File: config.mk
export PLATFORM = sky130hd
export DESIGN_NAME = upload_length_crc32_verifier_unit
export DESIGN_NICKNAME = d
export VERILOG_FILES = /design/src/rtl/ulcv_pkg.sv /design/src/rtl/ulcv_crc_byte.sv /design/src/rtl/upload_length_crc32_verifier_unit.sv
export SDC_FILE = /design/constraint.sdc
export NUM_CORES = 1
export LEC_CHECK = 0
export ABC_AREA = 1
export BUFFER_PORTS_ARGS = -buffer_cell sky130_fd_sc_hd__buf_4
export CAP_MARGIN = 20
export CORE_MARGIN = 2
export CORE_UTILIZATION = 50
export CTS_CLUSTER_SIZE = 16
export DETAILED_ROUTE_END_ITERATION = 12
export GPL_ROUTABILITY_DRIVEN = 0
export HOLD_SLACK_MARGIN = 0.08
export PLACE_DENSITY = 0.73
export SYNTH_ARGS = -nofsm -noshare
export SYNTH_HDL_FRONTEND = slang
export SYNTH_SLANG_ARGS = --single-unit
File: constraint.sdc
create_clock -name aclk -period 3.3 [get_ports aclk]
set_clock_uncertainty 0.05 [all_clocks]
set_input_delay 0.33 -clock aclk [delete_from_list [all_inputs] [get_ports aclk]]
set_output_delay 0.33 -clock aclk [all_outputs]
set_load 0.005 [all_outputs]
File: src/rtl/ulcv_pkg.sv
// Shared types, codes and the CRC32 nibble table for the upload verifier.
`default_nettype none

package ulcv_pkg;

    // Operation codes carried by an input item.
    localparam logic [1:0] OP_START = 2'd0;
    localparam logic [1:0] OP_DATA  = 2'd1;
    localparam logic [1:0] OP_TICK  = 2'd2;
    localparam logic [1:0] OP_ABORT = 2'd3;

    // Status codes reported in a result item.
    localparam logic [2:0] ST_NONE    = 3'd0;
    localparam logic [2:0] ST_OK      = 3'd1;
    localparam logic [2:0] ST_CRC     = 3'd2;
    localparam logic [2:0] ST_TIMEOUT = 3'd3;
    localparam logic [2:0] ST_ABORT   = 3'd4;

    // Reset values.
    localparam logic [15:0] TIMEOUT_RESET = 16'd1000;
    localparam logic [31:0] CRC_PRESET    = 32'hFFFF_FFFF;
    localparam logic [15:0] IDLE_MAX      = 16'hFFFF;

    typedef struct packed {
        logic [1:0]  opcode;
        logic [7:0]  data_byte;
        logic [31:0] expected_length;
        logic [31:0] expected_crc;
    } ulcv_in_t;

    typedef struct packed {
        logic        finished;
        logic [2:0]  status;
        logic [31:0] bytes_received;
        logic [31:0] computed_crc;
    } ulcv_out_t;

    // Reflected CRC32 (polynomial 0xEDB88320) contribution of one nibble.
    function automatic logic [31:0] nib_lookup(input logic [3:0] idx);
        logic [31:0] val;
        unique case (idx)
            4'h0: val = 32'h0000_0000;
            4'h1: val = 32'h1DB7_1064;
            4'h2: val = 32'h3B6E_20C8;
            4'h3: val = 32'h26D9_30AC;
            4'h4: val = 32'h76DC_4190;
            4'h5: val = 32'h6B6B_51F4;
            4'h6: val = 32'h4DB2_6158;
            4'h7: val = 32'h5005_713C;
            4'h8: val = 32'hEDB8_8320;
            4'h9: val = 32'hF00F_9344;
            4'hA: val = 32'hD6D6_A3E8;
            4'hB: val = 32'hCB61_B38C;
            4'hC: val = 32'h9B64_C2B0;
            4'hD: val = 32'h86D3_D2D4;
            4'hE: val = 32'hA00A_E278;
            4'hF: val = 32'hBDBD_F21C;
        endcase
        return val;
    endfunction

endpackage

`default_nettype wire

File: src/rtl/ulcv_crc_byte.sv
// Folds one byte into a running reflected CRC32 with two nibble lookups.
`default_nettype none

module ulcv_crc_byte (
    input  wire logic [31:0] crc_in,
    input  wire logic [7:0]  byte_in,
    output logic      [31:0] crc_out
);
    import ulcv_pkg::*;

    logic [31:0] mixed;
    logic [31:0] half;

    // Merge the byte into the low bits, then consume it a nibble at a time.
    always_comb begin
        mixed   = crc_in ^ {24'd0, byte_in};
        half    = nib_lookup(mixed[3:0]) ^ {4'd0, mixed[31:4]};
        crc_out = nib_lookup(half[3:0]) ^ {4'd0, half[31:4]};
    end

endmodule

`default_nettype wire

File: src/rtl/upload_length_crc32_verifier_unit.sv
// Upload length and CRC32 verifier: top level with state and result register.
//
// Usage: the host sends items on the s_ channel. A start item loads the
// expected length and CRC32 and begins a transfer; data items carry one byte
// each; tick items count idle time; an abort item ends the transfer. Every
// accepted item produces exactly one result item on the m_ channel, in order.
// A result reports finished, a status code, the byte count so far and, when
// finished, the final CRC32.
// The result is registered at the edge that accepts the item. Throughput is one
// item per cycle while the receiver takes results, set by the single result register;
// the byte fold, count compare and CRC compare all fit between the state
// registers and that result register.
// When the receiver stalls, the result register holds its item and s_ready
// drops until it is taken; s_ready stays high while the result is being taken.
// The cfg channel writes the timeout register and is always ready; write it
// only while no transfer item is outstanding.
// Reset (aresetn low, synchronous) empties the result register, ends any
// transfer and sets the timeout register to 1000 ticks.
`default_nettype none

module upload_length_crc32_verifier_unit (
    input  wire logic              aclk,
    input  wire logic              aresetn,
    input  wire logic              s_valid,
    output logic                   s_ready,
    input  wire ulcv_pkg::ulcv_in_t  s_data,
    output logic                   m_valid,
    input  wire logic              m_ready,
    output ulcv_pkg::ulcv_out_t    m_data,
    input  wire logic              cfg_valid,
    output logic                   cfg_ready,
    input  wire logic [15:0]       cfg_data
);
    import ulcv_pkg::*;

    logic        busy_reg,     busy_next;
    logic [31:0] target_len_reg, target_len_next;
    logic [31:0] target_crc_reg, target_crc_next;
    logic [31:0] count_reg,    count_next;
    logic [31:0] crc_reg,      crc_next;
    logic [15:0] idle_reg,     idle_next;
    logic [15:0] timeout_reg;
    logic        m_valid_reg;
    ulcv_out_t   out_reg,      out_next;
    logic        accept;
    logic [31:0] crc_folded;
    logic [31:0] count_inc;
    logic [15:0] idle_inc;

    // The result register frees itself when its item is taken.
    assign s_ready   = !m_valid_reg || m_ready;
    assign accept    = s_valid && s_ready;
    assign m_valid   = m_valid_reg;
    assign m_data    = out_reg;
    assign cfg_ready = 1'b1;

    ulcv_crc_byte u_crc_byte (
        .crc_in  (crc_reg),
        .byte_in (s_data.data_byte),
        .crc_out (crc_folded)
    );

    assign count_inc = count_reg + 32'd1;
    assign idle_inc  = (idle_reg == IDLE_MAX) ? idle_reg : idle_reg + 16'd1;

    // Next transfer state and the result item for the offered input item.
    always_comb begin
        busy_next       = busy_reg;
        target_len_next = target_len_reg;
        target_crc_next = target_crc_reg;
        count_next      = count_reg;
        crc_next        = crc_reg;
        idle_next       = idle_reg;
        out_next.finished       = 1'b0;
        out_next.status         = ST_NONE;
        out_next.computed_crc   = 32'd0;

        if (s_data.opcode == OP_START) begin
            busy_next       = 1'b1;
            target_len_next = s_data.expected_length;
            target_crc_next = s_data.expected_crc;
            count_next      = 32'd0;
            crc_next        = CRC_PRESET;
            idle_next       = 16'd0;
            // A zero-length transfer is judged at once on the preset CRC.
            if (s_data.expected_length == 32'd0) begin
                busy_next             = 1'b0;
                out_next.finished     = 1'b1;
                out_next.computed_crc = 32'd0;
                out_next.status = (s_data.expected_crc == 32'd0) ? ST_OK : ST_CRC;
            end
        end else if (busy_reg) begin
            unique case (s_data.opcode)
                OP_DATA: begin
                    crc_next   = crc_folded;
                    count_next = count_inc;
                    idle_next  = 16'd0;
                    if (count_inc == target_len_reg) begin
                        busy_next             = 1'b0;
                        out_next.finished     = 1'b1;
                        out_next.computed_crc = ~crc_folded;
                        out_next.status = (~crc_folded == target_crc_reg) ? ST_OK : ST_CRC;
                    end
                end
                OP_TICK: begin
                    idle_next = idle_inc;
                    if (idle_inc > timeout_reg) begin
                        busy_next             = 1'b0;
                        out_next.finished     = 1'b1;
                        out_next.status       = ST_TIMEOUT;
                        out_next.computed_crc = ~crc_reg;
                    end
                end
                OP_ABORT: begin
                    busy_next             = 1'b0;
                    out_next.finished     = 1'b1;
                    out_next.status       = ST_ABORT;
                    out_next.computed_crc = ~crc_reg;
                end
                default: begin
                    busy_next = busy_reg;
                end
            endcase
        end
        out_next.bytes_received = count_next;
    end

    // Transfer state, updated only when an item is accepted.
    always_ff @(posedge aclk) begin
        if (!aresetn) begin
            busy_reg       <= 1'b0;
            target_len_reg <= 32'd0;
            target_crc_reg <= 32'd0;
            count_reg      <= 32'd0;
            crc_reg        <= CRC_PRESET;
            idle_reg       <= 16'd0;
        end else if (accept) begin
            busy_reg       <= busy_next;
            target_len_reg <= target_len_next;
            target_crc_reg <= target_crc_next;
            count_reg      <= count_next;
            crc_reg        <= crc_next;
            idle_reg       <= idle_next;
        end
    end

    // Timeout register written from the configuration channel.
    always_ff @(posedge aclk) begin
        if (!aresetn) begin
            timeout_reg <= TIMEOUT_RESET;
        end else if (cfg_valid && cfg_ready) begin
            timeout_reg <= cfg_data;
        end
    end

    // Result register valid flag.
    always_ff @(posedge aclk) begin
        if (!aresetn) begin
            m_valid_reg <= 1'b0;
        end else if (accept) begin
            m_valid_reg <= 1'b1;
        end else if (m_ready) begin
            m_valid_reg <= 1'b0;
        end
    end

    // Result payload, loaded with each accepted item.
    always_ff @(posedge aclk) begin
        if (accept) begin
            out_reg <= out_next;
        end
    end

    // A finished result always carries a final status.
    a_finished_has_status: assert property (@(posedge aclk) disable iff (!aresetn)
        (m_valid && m_data.finished) |-> (m_data.status != ST_NONE))
        else $error("finished result without a final status");

    // A result that does not finish a transfer reports no CRC.
    a_running_crc_zero: assert property (@(posedge aclk) disable iff (!aresetn)
        (m_valid && !m_data.finished) |-> (m_data.computed_crc == 32'd0))
        else $error("unfinished result carries a CRC");

    // A data byte during a transfer advances the byte count by one.
    a_count_step: assert property (@(posedge aclk) disable iff (!aresetn)
        (accept && busy_reg && s_data.opcode == OP_DATA)
        |=> (count_reg == $past(count_reg) + 32'd1))
        else $error("byte count did not advance on a data item");

endmodule

`default_nettype wire

Yosys cells after proc, flatten, opt, wreduce, memory -nomap -nowiden

Memory sizes are Yosys's and may differ from the RTL's.
Index checks and enable logic that the tools add are counted.

Add/subtract/negate cells: 2
Multipliers: 0
Divide/modulo/power cells: 0
$lt $le $gt $ge: 1
Eq/ne operators: 6
Shifts and indexed selects: 0
Muxes and demuxes: 29
Bitwise operators: 6
Reduce and logical (&&, ||, !) cells: 14

Operators by type and width:

| operator              | number |
|---|---|
| $mux 32               | 8 |
| $pmux 32 s3           | 1 |
| $eq 32x32->1          | 2 |
| $logic_not 32->1      | 2 |
| $not 32->32           | 2 |
| $xor 32x28->32        | 2 |
| $mux 16               | 3 |
| $add 32x1->32 const B | 1 |
| $pmux 16 s2           | 1 |
| $xor 32x8->32         | 1 |
| $mux 4                | 5 |
| $add 16x1->16 const B | 1 |
| $eq 16x16->1 const B  | 1 |
| $gt 16x16->1          | 1 |
| $pmux 4 s3            | 1 |
| $mux 1                | 7 |
| $reduce_and 3->1      | 2 |
| $reduce_bool 2->1     | 3 |
| $eq 2x2->1 const B    | 2 |
| $mux 2                | 2 |
| $pmux 1 s3            | 1 |
| $reduce_bool 3->1     | 1 |
| $eq 2x1->1 const B    | 1 |
| $logic_not 2->1       | 1 |
| 6 further kinds       | 6 |

Bits in registers: 230
Bits in latches: 0
Memory bits (writable): 0
ROM bits: 896
Bits of input ports: 95
Output and inout bits: 71
Logic and storage cells: 72
Memories: 2

Memories:

| name            | depth | width | rd ports | clocked after Yosys merged registers in | wr ports | RTL line       | RTL |
|---|---|---|---|---|---|---|---|
| (no name shown) | 16    | 28    | 1        | 0                                       | 0        | ulcv_pkg.sv:41 | `unique case (idx)` |
| (no name shown) | 16    | 28    | 1        | 0                                       | 0        | ulcv_pkg.sv:41 |  |

Longest topological paths before layout

Gate-level depths: netlist of run 1.
An unclocked memory read counts as a cell.

Word-level depth: 12
Gate-level depth with buffers: 24
Gate-level depth less buffers: 24

Cells and area by module

From an unflattened synthesis of run 1, not the netlist that was laid out.

Cells, all modules: 1934
Area, all modules: 13616.8 um2

By module, submodules not included:

| module                            | instances | cells an instance | area an instance (um2) |
|---|---|---|---|
| upload_length_crc32_verifier_unit | 1         | 1703              | 12436.9 |
| ulcv_crc_byte                     | 1         | 231               | 1179.9 |

Worst setup path after synthesis of run 1

Ideal clock, no wire load.

Kind: register to register
From: register idle_reg[5]
To: register out_reg, in the netlist m_data[10] (data pin)
Library setup time: 0.147 ns
Arrival time: 3.171 ns
Data required time: 3.103 ns
Setup slack: -0.068 ns
Stages on the path, launching flop included: 25
Clock period less this slack: 3.368 ns
Path through: dfxtp_1 inv_1 nor3_1 nand4_1 nor2_1 inv_1 nor2_1 nand2_1 inv_1 nor2_1 inv_1 nor2_1 xor2_1 ha_1 nand2_1 nor2_1 nand2_1 o211ai_1 nand2_1 o2111ai_1 nand3_1 nand2_1 clkbuf_1 nand2_1 a21oi_1

Word-level cells in the longest chain between the ends: 5
Elaborated cells between the ends (all ways): 6
Classes of those cells: add/sub (1); order compare (1); eq/ne (1); mux (3)

RTL lines:

| what                                          | RTL line                                 | RTL |
|---|---|---|
| from (decl)                                   | upload_length_crc32_verifier_unit.sv:41  | `logic [15:0] idle_reg, idle_next;` |
| from (signal assigned)                        | upload_length_crc32_verifier_unit.sv:143 | `idle_reg <= idle_next;` |
| $add 16x1->16 or $eq 16x16->1 (tied branches) | upload_length_crc32_verifier_unit.sv:64  | `assign idle_inc = (idle_reg == IDLE_MAX) ? idle_reg : idle_reg + 16'd1;` |
| $mux 16 *                                     | upload_length_crc32_verifier_unit.sv:64  |  |
| $gt 16x16->1 *                                | upload_length_crc32_verifier_unit.sv:107 | `if (idle_inc > timeout_reg) begin` |
| $mux 32 *                                     | upload_length_crc32_verifier_unit.sv:107 |  |
| $pmux 32 s3 *                                 | upload_length_crc32_verifier_unit.sv:93  | `unique case (s_data.opcode)` |
| to (signal assigned)                          | upload_length_crc32_verifier_unit.sv:170 | `out_reg <= out_next;` |
| to (decl)                                     | upload_length_crc32_verifier_unit.sv:44  | `ulcv_out_t out_reg, out_next;` |

Mark *: on every way between the ends. The rest lies on a longest branch, timed or not.
A chain may end at the register's enable or synchronous reset.

Final worst setup path of run 1

From: register idle_reg[1]
To: register out_reg, in the netlist m_data[8] (data pin)

The elaborated chain is that of the path after synthesis.

==> reports/qor.yml, run 1 <==
global_routing:
  grt.met1_usage_pct: 41.5
  grt_start_max_net_pins: 139
  grt_pass1_wl_um: 65800
  antenna_found_initial: 0
  grt.met2_usage_pct: 49.1
  busiest_layer: "met2"
  track_usage_pct: 30.5
  grt_pass1_vias: 12921
  use_met3_pct: 5.69
  grt.overflow.total: 0
layout:
  diodes: 0
  layout.area.seq_mm2: 0.00529
  final_common_cell: "nand2_1"
  mostFrequentLayoutCells: "638 x nand2_1, 233 x inv_1, 219 x buf_4"
  multi_input_area_mm2: 0.00681
  area_delta_synth_final_pct: 29.0
  drive_gt1_share_pct: 16.0
  fillers: 2242
  largest_register_ffs: 68
  layout.nets: 2340
sta:
  finalCritPeriodShare_pct: 106
  fmax_mhz: 287
  slew_violations: 0
  finalHoldViolCount: 0
  holdWs_ns: 0.0744
  rsz0062_at_grt: "true"
  fin_ws_ns: -0.184
  maxSlewHeadroom_pct: 55.4
  worst_pin_slew_ns: 0.663
  setup_viol: 35
  period_needed_ns: 3.48
worst_setup_path:
  rr_startpoint: "idle_reg[1]$_SDFFE_PN0P_"
  crit_path_start: "idle_reg[1]$_SDFFE_PN0P_"
  cp-start-kind: "flip-flop"
  critPathKind: "reg -> reg"
  crit_path_max_fanout: 8
  worst_ep_arrival_time_ns: 3.71
  worstPathRequired_ns: 3.52
  cp-end-kind: "flip-flop"
synth:
  syn_area_mm2: 0.0131
  ys_seq_area_share_pct: 40.5
  synth_compound_area_share_pct: 16.0
  synth_fp_nets: 2089
  syn_avg_cell_area_um2: 6.61
  netlist_instances: 1976
  synth_fa_ha_area_share_pct: 1.73
  synth-simple-area-share_pct: 31.3
  synth_top_family_by_area: "simple AND/OR/NAND/NOR gates"
  synthXorXnorAreaFrac_pct: 1.18
  synth.area.mux_share_pct: 0
  ys_warn_count: 0
  synth_cell_types: 37
  synth-seq-cells: 230
die:
  core_area_mm2: 0.0258
  die_h_um: 166
  num_rows: 59
  start_util_pct: 50.5
  io_pins: 166
  die_w_um: 166
  die_area_mm2: 0.0274
placement:
  portBuffers: 164
  pre_cts_ws_ns: -0.153
  place_hpwl_um: 29400
outcome:
  violations: "negative setup slack"
  status: "finished with violations"
pwr:
  powerDensity_mw_per_mm2: 450
  total_leakage_power_nw: 7.82
  vdd_drop_max_mv: 0.393
min_path:
  hp-class: "in -> reg"
  min_from: "s_data[4]"
clock_tree:
  cts-buffers-inserted: 26
  clockBufferDepth: 3
  clk_pin_slew_worst_paths_ns: 0.06
  worstSkewPairLatency_ns: 0.54
  h-tree-depth: 1
  tritoncts: "built"
  clk_root_buffer_cell: "clkbuf_16"
  cts.sinks: 230
detailed_routing:
  wl_per_cell_um: 16.7
  first_pass_iters: 6
  drtAntennaViolNets: 0
  routed_wl_um: 43100
  drcViolationCount: 0
  viasPerCell: 5.59
  first_iter_violations: 1488
  vias: 14430
run:
  maxCapViolations: 0
logic make-up (layout without fill, tap and decap cells):
family,after synthesis,after routing
AO/OA/AOI/OAI,410,410
XOR/XNOR,16,16
adder cells (fa/ha/maj),18,18
buffers and inverters,315,586
flip-flops,230,230
other,1,1
AND/OR/NAND/NOR,986,986
cells in the mapped netlist:
master	instances	area share (%)
nand2_1	659	19
inv_1	238	6.8
a21oi_1	223	8.6
dfxtp_1	162	25
o21ai_0	161	6.2
nand3_1	158	6.1
nor2_1	108	3.1
edfxtp_1	68	16
clkbuf_1	61	1.8
ha_1	18	1.7
nor4_1	17	0.81
o22ai_1	15	0.72
nand4_1	11	0.53
xor2_1	11	0.74
nor2_2	9	0.43
nor3_1	9	0.35
o211ai_1	5	0.29
inv_2	4	0.11
nand2_2	4	0.19
nor2_4	4	0.35
xnor2_1	4	0.27
buf_1	3	0.086
buf_4	3	0.17
o21ai_1	3	0.11
buf_2	2	0.077
buf_6	2	0.17
clkinv_1	2	0.058
nand3_2	2	0.15
or2_2	2	0.096
a31oi_1	1	0.048
and2_1	1	0.048
conb_1	1	0.029
nand3b_1	1	0.058
nor2_8	1	0.15
o2111ai_1	1	0.067
o21a_1	1	0.058
xnor3_1	1	0.17
area by class of cell:
cell class | count | area share [%]
multi-input combinational | 1431 | 40.4
sequential | 230 | 31.4
timing repair buffer | 294 | 14.9
inverter | 244 | 5.47
clock buffer | 42 | 4.95
tap | 335 | 2.49
clock inverter | 6 | 0.349
worst paths after layout:
| kind | endpoint | slack (ns) | cells past startpoint |
|---|---|---|---|
| worst max-delay path | m_data[8]$_SDFFCE_PP0P_ | -0.18 | 20 |
| worst min-delay path | target_crc_reg[4]$_SDFFE_PN0P_ | 0.07 | 3 |
| worst max register to register | m_data[8]$_SDFFCE_PP0P_ | -0.18 | 20 |
| worst min register to register | idle_reg[6]$_SDFFE_PN0P_ | 0.42 | 2 |
critical path, stage by stage (launching register included):
cell and delay [ns]:
dfxtp_1 0.38, ha_2 0.22, nand4_1 0.15, nor2_1 0.17
inv_1 0.09, nor2_2 0.13, nand2_2 0.09, inv_4 0.09
buf_4 0.11, nor2_1 0.04, xor2_1 0.19, ha_1 0.30
a21oi_1 0.20, o21ai_1 0.09, nand4_1 0.13, o2111ai_2 0.18
nand3_4 0.13, nand2_8 0.11, clkbuf_16 0.21, nand2_1 0.07
a21oi_1 0.06
layer usage:
layer / wire length [µm] / vias up
li1: - / 6940
met2: 19400 / 739
met5: 0 / -
met4: 1440 / 0
met3: 4390 / 111
met1: 17800 / 6640
power by group:
part | internal [mW] | switching, mW | total [mW]
registers | 3.07 | 0.0960 | 3.16
clock network | 1.80 | 1.22 | 3.02
logic | 0.511 | 0.873 | 1.38
total | 5.38 | 2.19 | 7.57
what timing repair did:
action	in CTS	in global routing
cloned	1	1
hold endpoints to repair	53	0
setup endpoints to repair	33	36
pin swaps	10	19
hold buffers	64	0
buffers inserted	16	3
gates resized for setup	19	60
stage by stage:
step / instance area [µm²] / total power, mW / setup TNS (ns) / utilization, % / cells
floorplan: 13100 / 3.98 / 0 / - / 1976
global placement: 14800 / 4.45 / -0.140 / 57.5 / 2449
detailed placement: 14800 / 4.48 / -4.25 / 57.5 / 2449
CTS: 16600 / 7.54 / 0 / 64.2 / 2578
global route: 16800 / 7.86 / -10.72 / 65.1 / 2582
finish: 16800 / 7.57 / -4.70 / 65.1 / 2582
No activity file was read; power rests on OpenSTA's default activity.
==> run 2: changes to the inputs <==
--- a/config.mk
+++ b/config.mk
@@ -15,6 +15,8 @@
 export GPL_ROUTABILITY_DRIVEN = 0
 export HOLD_SLACK_MARGIN = 0.08
 export PLACE_DENSITY = 0.73
+export RECOVER_POWER = 25
 export SYNTH_ARGS = -nofsm -noshare
 export SYNTH_HDL_FRONTEND = slang
 export SYNTH_SLANG_ARGS = --single-unit
+export TNS_END_PERCENT = 30
==> run 2 against run 1 <==
The run ends with max-capacitance violations, max-slew violations left; utilization fell by 0.92 points; sequential cell count did not move; first-iteration DRC count rose by 1.3%; critical path depth rose by 4; critical endpoint is now m_data[11]$_SDFFCE_PP0P_.
==> reports/qor.yml, run 2 (synthesized netlist as in run 1, its figures left out) <==
worst_setup_path:
  rr_worst_depth: 24
  crit_path_max_fanout: 8
  cp_slowest_stage_delay_ns: 0.34
  path_cells: "inv_2, nor3_4, nand4_1, nor2_1, inv_1, nor2_2, nand2_2, inv_2, nor2_2, inv_2, nor2_1, a21oi_2, ha_1, a21oi_2, o21ai_1, nand2_1, o211ai_1, nand2_1, o2111ai_2, nand3_2, nand2_8, buf_16, nand2_1, a21oi_1"
  reg2reg_slack_ns: 0.02
  slowest_stage: "dfxtp_1"
  cp-end-kind: "flip-flop"
  crit_family: "simple AND/OR/NAND/NOR gates"
  worstPathRequired_ns: 3.52
  path_buf_inv: 5
  worst_r2r_endpoint: "m_data[11]$_SDFFCE_PP0P_"
  worst_ep_arrival_time_ns: 3.49
  cp-start-kind: "flip-flop"
  rr_startpoint: "idle_reg[6]$_SDFFE_PN0P_"
  critPathKind: "reg -> reg"
die:
  num_rows: 59
  die_w_um: 166
  die_area_mm2: 0.0274
  die_h_um: 166
  io_pins: 166
  start_util_pct: 50.5
  core_area_mm2: 0.0258
clock_tree:
  cts-buffers-inserted: 26
  cts.sinks: 230
  clk_pin_slew_worst_paths_ns: 0.06
  tritoncts: "built"
  clk_root_buffer_cell: "clkbuf_16"
  h-tree-depth: 1
  worstSkewPairLatency_ns: 0.54
  clockBufferDepth: 3
sta:
  holdWs_ns: 0.0829
  fin_ws_ns: 0.0215
  fmax_mhz: 305
  slew_violations: 63
  finalCritPeriodShare_pct: 99.3
  finalHoldViolCount: 0
  setup_viol: 0
  tns_ns: 0
  rsz0062_at_grt: "true"
  worst_pin_slew_ns: 2.30
  period_needed_ns: 3.28
  maxSlewHeadroom_pct: -53.3
global_routing:
  grt.met1_usage_pct: 41.1
  grt_pass1_wl_um: 65700
  grt.overflow.total: 0
  grt_pass1_vias: 12985
  busiest_layer: "met2"
  track_usage_pct: 30.5
  grt_start_max_net_pins: 139
  antenna_found_initial: 0
  grt.met2_usage_pct: 47.9
  use_met3_pct: 6.24
detailed_routing:
  first_pass_iters: 6
  wl_per_cell_um: 16.6
  viasPerCell: 5.57
  drtAntennaViolNets: 0
  routed_wl_um: 42800
  vias: 14326
  first_iter_violations: 1507
  drcViolationCount: 0
outcome:
  violations: "max-capacitance violations, max-slew violations"
  status: "finished with violations"
placement:
  portBuffers: 164
  pre_cts_ws_ns: -0.165
  place_hpwl_um: 29600
  dpl_cell_area_mm2: 0.0148
pwr:
  power_mw: 7.45
  powerDensity_mw_per_mm2: 449
  vdd_drop_max_mv: 0.342
  total_leakage_power_nw: 7.62
layout:
  layout.nets: 2331
  design_area_mm2: 0.0166
  drive_gt1_share_pct: 14.9
  largest_register_ffs: 68
  diodes: 0
  area_delta_synth_final_pct: 27.1
  final_common_cell: "nand2_1"
  mostFrequentLayoutCells: "639 x nand2_1, 232 x inv_1, 212 x a21oi_1"
min_path:
  hp-class: "in -> reg"
  whs_endpoint: "target_crc_reg[4]$_SDFFE_PN0P_"
  hold_depth: 3
  min_from: "s_data[4]"
run:
  maxCapViolations: 1
## run 2: cell types whose count changed in the layout (fill, tap and decap cells not counted), sizes merged
cell	previous run	this run
clkinvlp	0	1
inv	244	243
bufinv	1	2
dlygate4sd3	64	62
clkinv	5	8
buf	229	147
clkbuf	43	114
## run 2: worst max path at each step
stage / end / from / cells past startpoint / slack [ns]
6_report: m_data[11]$_SDFFCE_PP0P_ / idle_reg[6]$_SDFFE_PN0P_ / 24 / 0.02
5_1_grt: m_data[3]$_SDFFCE_PP0P_ / idle_reg[5]$_SDFFE_PN0P_ / 24 / -0.26
4_1_cts: m_data[18]$_SDFFCE_PP0P_ / idle_reg[3]$_SDFFE_PN0P_ / 24 / -0.02
3_5_place_dp: m_data[22]$_SDFFCE_PP0P_ / idle_reg[4]$_SDFFE_PN0P_ / 21 / -0.16
3_3_place_gp: m_data[21]$_SDFFCE_PP0P_ / idle_reg[5]$_SDFFE_PN0P_ / 24 / -0.03
2_1_floorplan: m_data[10]$_SDFFCE_PP0P_ / idle_reg[5]$_SDFFE_PN0P_ / 24 / -0.07
## run 2: stage by stage
| step | utilization, % | std cells |
|---|---|---|
| 6_report | 64.2 | 2573 |
| 3_5_place_dp | 57.4 | 2452 |
| 5_1_grt | 64.2 | 2573 |
| 3_3_place_gp | 57.4 | 2452 |
| 2_1_floorplan | - | 1976 |
| 4_1_cts | 63.9 | 2571 |
## run 2: area by class of cell
class                           instances  area (µm²)
Multi-Input combinational cell       1431        6760
Clock buffer                           38         748
Timing Repair Buffer                  285        2350
Fill cell                            2362        9240
Clock inverter                         10         103
Sequential cell                       230        5290
Inverter                              244         918
Tap cell                              335         419
## run 2: layer usage
metal,share of wire [%],up-vias
li1,-,6906
met1,42,6634
met2,45,673
met3,9.8,113
met4,4.0,0
met5,0,-
## run 2: power by group
part / internal (mW) / switching (mW) / leakage, nW
logic: 0.500 / 0.877 / 5.18
registers: 3.07 / 0.0962 / 2.02
clock network: 1.73 / 1.18 / 0.419
## run 2: worst register-to-register path, stage by stage (launching register included)
cell,delay [ns]
dfxtp_1,0.34
inv_2,0.06
nor3_4,0.20
nand4_1,0.13
nor2_1,0.11
inv_1,0.07
nor2_2,0.12
nand2_2,0.08
inv_2,0.07
nor2_2,0.05
inv_2,0.07
nor2_1,0.05
a21oi_2,0.14
ha_1,0.28
a21oi_2,0.14
o21ai_1,0.08
nand2_1,0.07
o211ai_1,0.11
nand2_1,0.10
o2111ai_2,0.11
nand3_2,0.15
nand2_8,0.12
buf_16,0.19
nand2_1,0.07
a21oi_1,0.06
## run 2: what timing repair did
| action | 4_1_cts | 5_1_grt |
|---|---|---|
| gates resized for setup | 28 | 37 |
| pin swaps | 25 | 17 |
| setup buffers | 7 | 1 |
| hold endpoints to repair | 54 | 0 |
| hold buffers | 62 | 0 |
| endpoints found under the setup margin | 33 | 36 |
| gates cloned | 2 | 1 |
==> run 3: changes to the inputs <==
--- a/config.mk
+++ b/config.mk
@@ -16,7 +16,9 @@
 export HOLD_SLACK_MARGIN = 0.08
 export PLACE_DENSITY = 0.73
 export RECOVER_POWER = 25
+export SKIP_CTS_REPAIR_TIMING = 1
 export SYNTH_ARGS = -nofsm -noshare
 export SYNTH_HDL_FRONTEND = slang
+export SYNTH_HIERARCHICAL = 1
 export SYNTH_SLANG_ARGS = --single-unit
 export TNS_END_PERCENT = 30
==> run 3 against run 2 <==
The run ends with max-capacitance violations, max-slew violations, negative setup slack left; register-to-register slack got worse by 0.22 ns; combinational power rose by 12%; final cell count fell by 2.2%; utilization shrank 1.1 points; power up 1.4%; routed wire length down 4.1%; critical path type unchanged; critical endpoint is now m_data[0]$_SDFFCE_PP0P_.
==> reports/qor.yml, run 3 <==
detailed_routing:
  wl_per_cell_um: 16.3
  drcViolationCount: 0
  drtAntennaViolNets: 0
  routed_wl_um: 41100
  first_iter_violations: 1469
  first_pass_iters: 6
  vias: 13693
  viasPerCell: 5.44
synth:
  syn_area_mm2: 0.0136
  ys.flop_type: "dfxtp_1"
  yosys-top-cells-count: "486 x nand2_1, 252 x inv_1, 208 x a21oi_1"
  synth_cell_types: 43
  synth.top_cell.area_share_pct: 23.8
  synth_edf_count: 68
  syn_avg_cell_area_um2: 7.04
  ys_top_cells_by_area: "dfxtp_1 24%, edfxtp_1 15%, nand2_1 13%"
  netlist_instances: 1934
  synth-seq-cells: 230
  synthArstFlopShare_pct: 0
  synth_most_common_cell: "nand2_1"
  ys_seq_area_share_pct: 38.8
  synth_fp_nets: 2047
  synth_top_area_cell: "dfxtp_1"
  ys_warn_count: 6
global_routing:
  grt_start_max_net_pins: 130
  antenna_found_initial: 0
  grt_pass1_wl_um: 63000
  track_usage_pct: 27.0
  grt_pass1_vias: 12392
  grt.overflow.total: 0
pwr:
  powerDensity_mw_per_mm2: 445
  clkPwrFrac_pct: 37.2
  internal_power_mw: 5.25
  total_leakage_power_nw: 7.88
  comb_power_share_pct: 20.5
  vdd_drop_max_mv: 0.425
  power_mw: 7.55
  switching_share_pct: 30.6
  p_sw_mw: 2.31
  p_seq_share_pct: 42.3
layout:
  final_common_cell: "nand2_1"
  drive_gt1_share_pct: 18.6
  design_area_mm2: 0.0170
  fillers: 2361
  area_delta_synth_final_pct: 24.6
  diodes: 0
  mostFrequentLayoutCells: "459 x nand2_1, 252 x inv_1, 205 x a21oi_1"
  layout.nets: 2268
  final_core_util_pct: 63.1
  largest_register_ffs: 68
worst_setup_path:
  cp-end-kind: "flip-flop"
  path_buf_inv: 2
  worst_ep_arrival_time_ns: 3.82
  crit_path_max_fanout: 8
  critPathKind: "reg -> reg"
  path_cells: "ha_4, nand3_4, nor3_4, nand3_2, nor2_4, nand2_2, nor2_4, buf_6, nor2_4, xor2_1, ha_1, nand2_1, o21a_1, o221ai_2, nand2_1, nand2_2, nand3_4, nand2_8, clkbuf_16, nand2_2, a21oi_2"
  slowest_stage: "dfxtp_2"
  cp_slowest_stage_delay_ns: 0.36
  worstPathRequired_ns: 3.62
  cp-start-kind: "flip-flop"
  crit_family: "simple AND/OR/NAND/NOR gates"
outcome:
  violations: "max-capacitance violations, max-slew violations, negative setup slack"
  status: "finished with violations"
clock_tree:
  cts-buffers-inserted: 27
  tritoncts: "built"
  worstSkewPairLatency_ns: 0.53
  clockBufferDepth: 3
  clk_root_buffer_cell: "clkbuf_16"
  h-tree-depth: 1
  cts.sinks: 230
  clk_pin_slew_worst_paths_ns: 0.06
die:
  die_area_mm2: 0.0286
  io_pins: 166
  die_w_um: 169
  num_rows: 60
  core_area_mm2: 0.0269
  die_h_um: 169
  start_util_pct: 50.7
sta:
  worst_pin_slew_ns: 2.24
  finalHoldViolCount: 0
  maxSlewHeadroom_pct: -49.1
  setup_viol: 34
  fmax_mhz: 286
  slew_violations: 55
  tns_ns: -4.82
  finalCritPeriodShare_pct: 106
  period_needed_ns: 3.50
  rsz0062_at_grt: "true"
  fin_ws_ns: -0.199
run:
  maxCapViolations: 1
placement:
  place_hpwl_um: 28700
  portBuffers: 164
  dpl_cell_area_mm2: 0.0153
min_path:
  hp-class: "in -> reg"
[run 3: cell count changes after synthesis, moves of 15 or more]
cell / delta
a21oi_2: +30
nand3_1: -40
a21oi_1: -15
nor2_1: +42
nand2_1: -173
xor2_1: +36
nand3_2: +31
[run 3: layout make-up]
| type | count | area [µm²] | area share [%] |
|---|---|---|---|
| Clock buffer | 36 | 759 | 4.48 |
| Clock inverter | 13 | 67.6 | 0.398 |
| Inverter | 260 | 980 | 5.77 |
| Multi-Input combinational cell | 1372 | 7240 | 42.7 |
| Sequential cell | 230 | 5290 | 31.2 |
| Tap cell | 341 | 427 | 2.51 |
| Timing Repair Buffer | 264 | 2210 | 13.0 |
[run 3: worst register-to-register path: cells and delay by family (launching register included)]
family                   cells  cell delay (ns)
buffers and inverters        2             0.35
AND/OR/NAND/NOR             13             1.44
XOR/XNOR                     1             0.18
flip-flops                   1             0.36
adder cells (fa/ha/maj)      2             0.48
AO/OA/AOI/OAI                3             0.49
[run 3: kinds of logic (layout without fill, tap and decap cells)]
logic type	after synthesis	after routing	synth area share [%]
xor+xnor	68	68	4.79
flops	230	230	38.8
fa+ha+maj	18	18	1.65
compound gates	403	403	15.8
other cells	1	1	0.0275
buf+inv	332	573	9.64
simple gates	882	882	29.2
[run 3: stage by stage]
| stage | setup slack, ns | hold slack, ns | std cells |
|---|---|---|---|
| floorplan | -0.0644 | 0.385 | 1934 |
| global placement | 0.0543 | 0.404 | 2406 |
| detailed placement | -0.128 | 0.407 | 2406 |
| CTS | -0.176 | -0.0518 | 2455 |
| global route | -0.362 | 0.0825 | 2516 |
| finish | -0.199 | 0.0499 | 2516 |
[run 3: worst paths after layout]
check / start / to / slack (ns) / depth (start not counted)
hold / removal: cfg_data[15] / timeout_reg[15]$_SDFFE_PN0P_ / 0.05 / 3
setup / recovery: idle_reg[1]$_SDFFE_PN0P_ / m_data[0]$_SDFFCE_PP0P_ / -0.20 / 21
hold reg to reg: idle_reg[9]$_SDFFE_PN0P_ / idle_reg[9]$_SDFFE_PN0P_ / 0.41 / 2
setup reg to reg: idle_reg[1]$_SDFFE_PN0P_ / m_data[0]$_SDFFCE_PP0P_ / -0.20 / 21
[run 3: power by group through the flow]
stage          clock, mW  combinational (mW)  sequential (mW)
2_1_floorplan          0               0.923             3.23
3_3_place_gp           0                1.41             3.25
3_5_place_dp           0                1.44             3.25
4_1_cts             2.84                1.45             3.19
5_1_grt             2.96                1.70             3.21
6_report            2.81                1.55             3.19
[run 3: routing by layer]
| layer | global-route usage (%) | up-vias | share of wire, % |
|---|---|---|---|
| met5 | 0 | - | 0 |
| met4 | 6.87 | 0 | 2.5 |
| met3 | 3.86 | 79 | 8.8 |
| met2 | 42.8 | 613 | 45 |
| met1 | 38.8 | 6269 | 44 |
| li1 | - | 6732 | - |
